**config.mk**
```make
export PLATFORM = sky130hd
export DESIGN_NAME = sac_div
export DESIGN_NICKNAME = d
export VERILOG_FILES = /design/src/design/assert_macros.svh /design/src/design/sac_pkg.sv /design/src/design/sac_div.sv
export SDC_FILE = /design/constraint.sdc
export NUM_CORES = 1
export LEC_CHECK = 0
export CAP_MARGIN = 20
export CORE_MARGIN = 5
export CORE_UTILIZATION = 65
export CTS_CLUSTER_SIZE = 25
export DETAILED_ROUTE_END_ITERATION = 8
export DONT_BUFFER_PORTS = 1
export PLACE_DENSITY = 0.81
export SLEW_MARGIN = 20
export SYNTH_ARGS = -nofsm -noshare
export SYNTH_HDL_FRONTEND = slang
export SYNTH_SLANG_ARGS = --single-unit
```
**constraint.sdc**
```tcl
create_clock -name clk -period 7.6 [get_ports clk]
set_input_delay 0 -clock clk [delete_from_list [all_inputs] [get_ports clk]]
set_output_delay 0 -clock clk [all_outputs]
set_load 0.01 [all_outputs]
```
**src/design/assert_macros.svh**
```systemverilog
// ---------------------------------------------------------------------------
// Assertion macros
// Shared concurrent assertion forms, clocked on clk and disabled in reset.
// ---------------------------------------------------------------------------
`ifndef ASSERT_MACROS_SVH
`define ASSERT_MACROS_SVH

// The consequent must hold in any cycle where the antecedent holds.
`define SAC_ASSERT_IMPLIES(lbl, ante, cons, msg) \
    lbl: assert property (@(posedge clk) disable iff (!rst_n) (ante) |-> (cons)) \
        else $error(msg);

// The condition must never hold.
`define SAC_ASSERT_NEVER(lbl, cond, msg) \
    lbl: assert property (@(posedge clk) disable iff (!rst_n) !(cond)) \
        else $error(msg);

`endif

```
**src/design/sac_pkg.sv**
```systemverilog
// ---------------------------------------------------------------------------
// Swept box collision package
// Normal codes and pipeline latency helpers shared by the collision core.
// ---------------------------------------------------------------------------
package sac_pkg;

    // Face normal codes, two bits signed.
    localparam logic signed [1:0] NORM_ZERO = 2'sb00;
    localparam logic signed [1:0] NORM_POS  = 2'sb01;
    localparam logic signed [1:0] NORM_NEG  = 2'sb11;

    // Cycles from divider input to registered divider result.
    function automatic int div_latency(input int frac_bits);
        return frac_bits + 4;
    endfunction

    // Side information that travels alongside the four divisions.
    typedef struct packed {
        logic xinv_neg;
        logic yinv_neg;
        logic vx_zero;
        logic vy_zero;
    } side_t;

endpackage

```
**src/design/sac_div.sv**
```systemverilog
// ---------------------------------------------------------------------------
// Pipelined saturating divider
// Computes sign * min(floor(gap * 2^F / den), 4 * 2^F), one quotient bit
// per pipeline stage.
// ---------------------------------------------------------------------------
module sac_div #(
    parameter int COORD_BITS     = 16,
    parameter int TIME_FRAC_BITS = 16
) (
    input  logic                          clk,
    input  logic [COORD_BITS:0]           gap_mag,
    input  logic [COORD_BITS-1:0]         den,
    input  logic                          neg,
    output logic signed [TIME_FRAC_BITS+3:0] quot
);
    import sac_pkg::*;

    localparam int K  = TIME_FRAC_BITS + 2;
    localparam int RW = COORD_BITS + 2;
    localparam int TW = TIME_FRAC_BITS + 4;
    localparam logic [TW-1:0] T_SAT = TW'(4) << TIME_FRAC_BITS;

    logic [RW-1:0]         r_reg   [0:K];
    logic [COORD_BITS-1:0] d_reg   [0:K];
    logic [K-1:0]          q_reg   [0:K];
    logic                  sat_reg [0:K];
    logic                  neg_reg [0:K];
    logic [TW-1:0]         mag;
    logic [TW-1:0]         quot_next;
    logic [TW-1:0]         quot_reg;

    // The quotient is at least four exactly when the gap is at least 4*den.
    always_ff @(posedge clk)
    begin
        r_reg[0]   <= {1'b0, gap_mag};
        d_reg[0]   <= den;
        q_reg[0]   <= '0;
        sat_reg[0] <= ({1'b0, gap_mag} >= {den, 2'b00});
        neg_reg[0] <= neg;
    end

    for (genvar k = 0; k < K; k++) begin : g_step
        logic [RW-1:0] rc;
        logic [RW-1:0] dd;
        logic          take;

        always_comb
        begin
            rc   = (k < 2) ? r_reg[k] : {r_reg[k][RW-2:0], 1'b0};
            dd   = (k == 0) ? {1'b0, d_reg[k], 1'b0} : {2'b00, d_reg[k]};
            take = (rc >= dd);
        end

        always_ff @(posedge clk)
        begin
            r_reg[k+1]   <= take ? (rc - dd) : rc;
            d_reg[k+1]   <= d_reg[k];
            q_reg[k+1]   <= {q_reg[k][K-2:0], take};
            sat_reg[k+1] <= sat_reg[k];
            neg_reg[k+1] <= neg_reg[k];
        end
    end

    always_comb
    begin
        mag       = sat_reg[K] ? T_SAT : {2'b00, q_reg[K]};
        quot_next = neg_reg[K] ? (TW'(0) - mag) : mag;
    end

    always_ff @(posedge clk)
    begin
        quot_reg <= quot_next;
    end

    assign quot = signed'(quot_reg);

endmodule

```
==> summary.txt <==
Clocking
  – Setup bufs post-CTS: 0
  – Root Driver: clkbuf_16
  – CTS Buf Count: 79
  – CTS tree: done
  – Clk_lat worst skew: 630 ps
  – H-tree lvl count: 3
  – CTS sink cnt: 824
  – Max clock buf depth: 3
  – Clk pin slew, worst setup/hold paths: 80 ps

Synth
  – Post-synthesis sequential area ratio: between 40% and 50%
  – Yosys top cell by area: dfxtp_1
  – Syn Area/Cell: 9.508 um2
  – Synthesized Nets: 4023
  – Predominant post-synthesis flop cell: dfxtp_1
  – Synth Instances: 3668
  – Synth top area share: a little under half
  – Unique masters post-synth: 77
  – Synth warn: 0
  – Post-synth EDFFs: 0
  – Async S/R FF share, synth: 0%
  – Mapped cell area: 34870 um2
  – Top cells by area, synth: dfxtp_1, ha_1, a21oi_1
  – Yosys reg bits: 824

Floorplan
  – FP Rows: 84
  – Top Ports: 55
  – Core area: 52870 um2
  – Die width: 241.6 um
  – DIE AREA: slightly below 60000 um2
  – Initial core utilization: 65.97%
  – Die height: 241.6 um

STA
  – Setup violators final: 0
  – Fin crit share: 43.22%
  – Final min period: 3285 ps
  – Final WS setup: 4315 ps
  – Final hold violations: 0
  – Least-Margin Pin Slew: between 900 and 1000 ps
  – Setup repair after global routing missed its margin: false
  – Max_slew headroom: 36.67%
  – Post-route setup TNS: 0 ps
  – Max-slew violations: 0
  – Highest clock rate: 304.4 MHz
  – Clk_skew: 34.52 ps
  – Minimum hold slack: 28.45 ps

Route
  – First-pass detailed-route iteration total: 6
  – Vias: 25981
  – Detailed Route Iter0 Violations: 1849
  – ANT nets after route: 0
  – Drt total wl: approximately 79000 um
  – Vias per cell: 5.774
  – Post-route DRC: 0
  – DR WL/cell: ~18 um

Worst setup path
  – CP max FO: 17
  – Slowest library cell on the worst path: o21a_1
  – CP Capture Type: register
  – Startpoint types: register
  – Crit Path Class: reg2reg
  – Required @ worst endpoint: 8110 ps
  – Max incr delay on CP: roughly 700 ps
  – CP arrival: 3790 ps
  – Crit path cell chain: inv_1, ha_1, nor2b_1, o21ai_1, nand3_1, a31oi_1, a22o_1, o21a_1, mux2_2

Power
  – IR drop worst, VDD: 0.2484 mV
  – Power density over the cells: about 470 nW/um2
  – Static Leak: 17.64 nW

Place
  – HPWL after DPL: between 50000 and 60000 um
  – RePlAce Congestion: 0.9057
  – Placed cell count: 4291
  – DP Worst Slack: 4337 ps
  – Post-DP Area: 35530 um2
  – IO Port Bufs: 0

Cells and area
  – Final net count: 4107
  – Area growth, synth to finish: 12.01%
  – Max reg flops: roughly 310
  – Commonest cells after routing, fill and taps aside: dfxtp_1, inv_1, ha_1, a21oi_1, o21ai_0
  – Commonest non-fill, non-tap cell in the layout: dfxtp_1
  – Final instance area: 39060 um2
  – Fillers: 3561
  – # diodes: 0
  – Storage cell area: between 15000 and 20000 um2
  – Multi-input logic area: 16770 um2
  – Fraction of layout instances using a drive strength above 1: 6.086%
  – Fin cells: 4500

Run
  – Max-Cap Viols: 0

Global routing
  – Largest net degree at the start of global routing: 34
  – GRT overflow: 0
  – Number of global-route vias before repair: around 26000
  – Initial antenna violation count: 1
  – GRT Overall Usage: around a quarter
  – First-pass GRT wire length: 130400 um

Outcome
  – Status: finished, final reports clean

Worst hold path
  – Hold WC Path Type: in2reg
-- metal layers --
layer  global-route usage [%]  share of wire, %
met2                    45.35                48
met3                    3.740               4.7
met1                    34.30                43
met5                        0                 0
met4                    10.05               4.1
-- final timing paths --
path                from     endpoint  slack, ps  cells past startpoint
max          d_reg[0][1]  r_reg[1][8]       4310                      9
min               den[7]   sat_reg[0]         30                      4
max reg2reg  d_reg[0][1]  r_reg[1][8]       4310                      9
min reg2reg   sat_reg[3]   sat_reg[4]        320                      0
-- per-stage QoR --
step                      power (mW)  util (%)
after floorplan                12.24         -
after global placement         13.76     67.21
after detailed placement       13.93     67.21
after CTS                      18.33     73.81
after global routing           19.72     73.89
final                          18.43     73.89
-- power by group --
part	leakage [nW]	internal (mW)	switching [mW]
sequential	6.93	5.72	0.815
clock	1.36	2.55	1.67
combinational	9.35	3.32	4.35
-- kinds of logic after synthesis --
family	count (synthesis)	share of synthesized area [%]
DFF	824	47.30
buffers and inverters	446	4.858
muxes	78	2.490
adders and majority gates	320	11.85
and+or+nand+nor	807	10.85
xor gates and xnor gates	211	5.299
AOI/OAI and AO/OA	982	17.36
-- timing repair --
action	CTS	global route
hold buffers	68	0
hold endpoints to repair	35	0
resized for setup	0	0
-- synth_stat cells (all sizes together), types with 52 or more instances --
cell / number
dfxtp: 824
inv: 375
ha: 303
a21oi: 296
o21ai: 287
nor2: 242
nand2: 234
xnor2: 106
xor2: 105
a21o: 85
mux2: 70
clkbuf: 62
o21a: 59
nor3: 53
nand2b: 52
-- cell type report --
class	count	share of cell area [%]
multi-input cells	2398	42.93
flip-flops and latches	824	42.23
repair buffers	73	1.839
inverters	376	3.613
clock buffers	100	5.577
clock inverters	41	1.605
well taps	688	2.204
-- worst max-delay path, delay by kind of cell, from the launching register on --
kind / cells / cell delay, ps
AO/OA/AOI/OAI: 4 / 1520
AND/OR/NAND/NOR: 2 / 420
multiplexers: 1 / 420
flip-flops: 1 / 410
adder cells (fa/ha/maj): 1 / 300
buffers and inverters: 1 / 80
No activity file was read; power rests on OpenSTA's default activity.
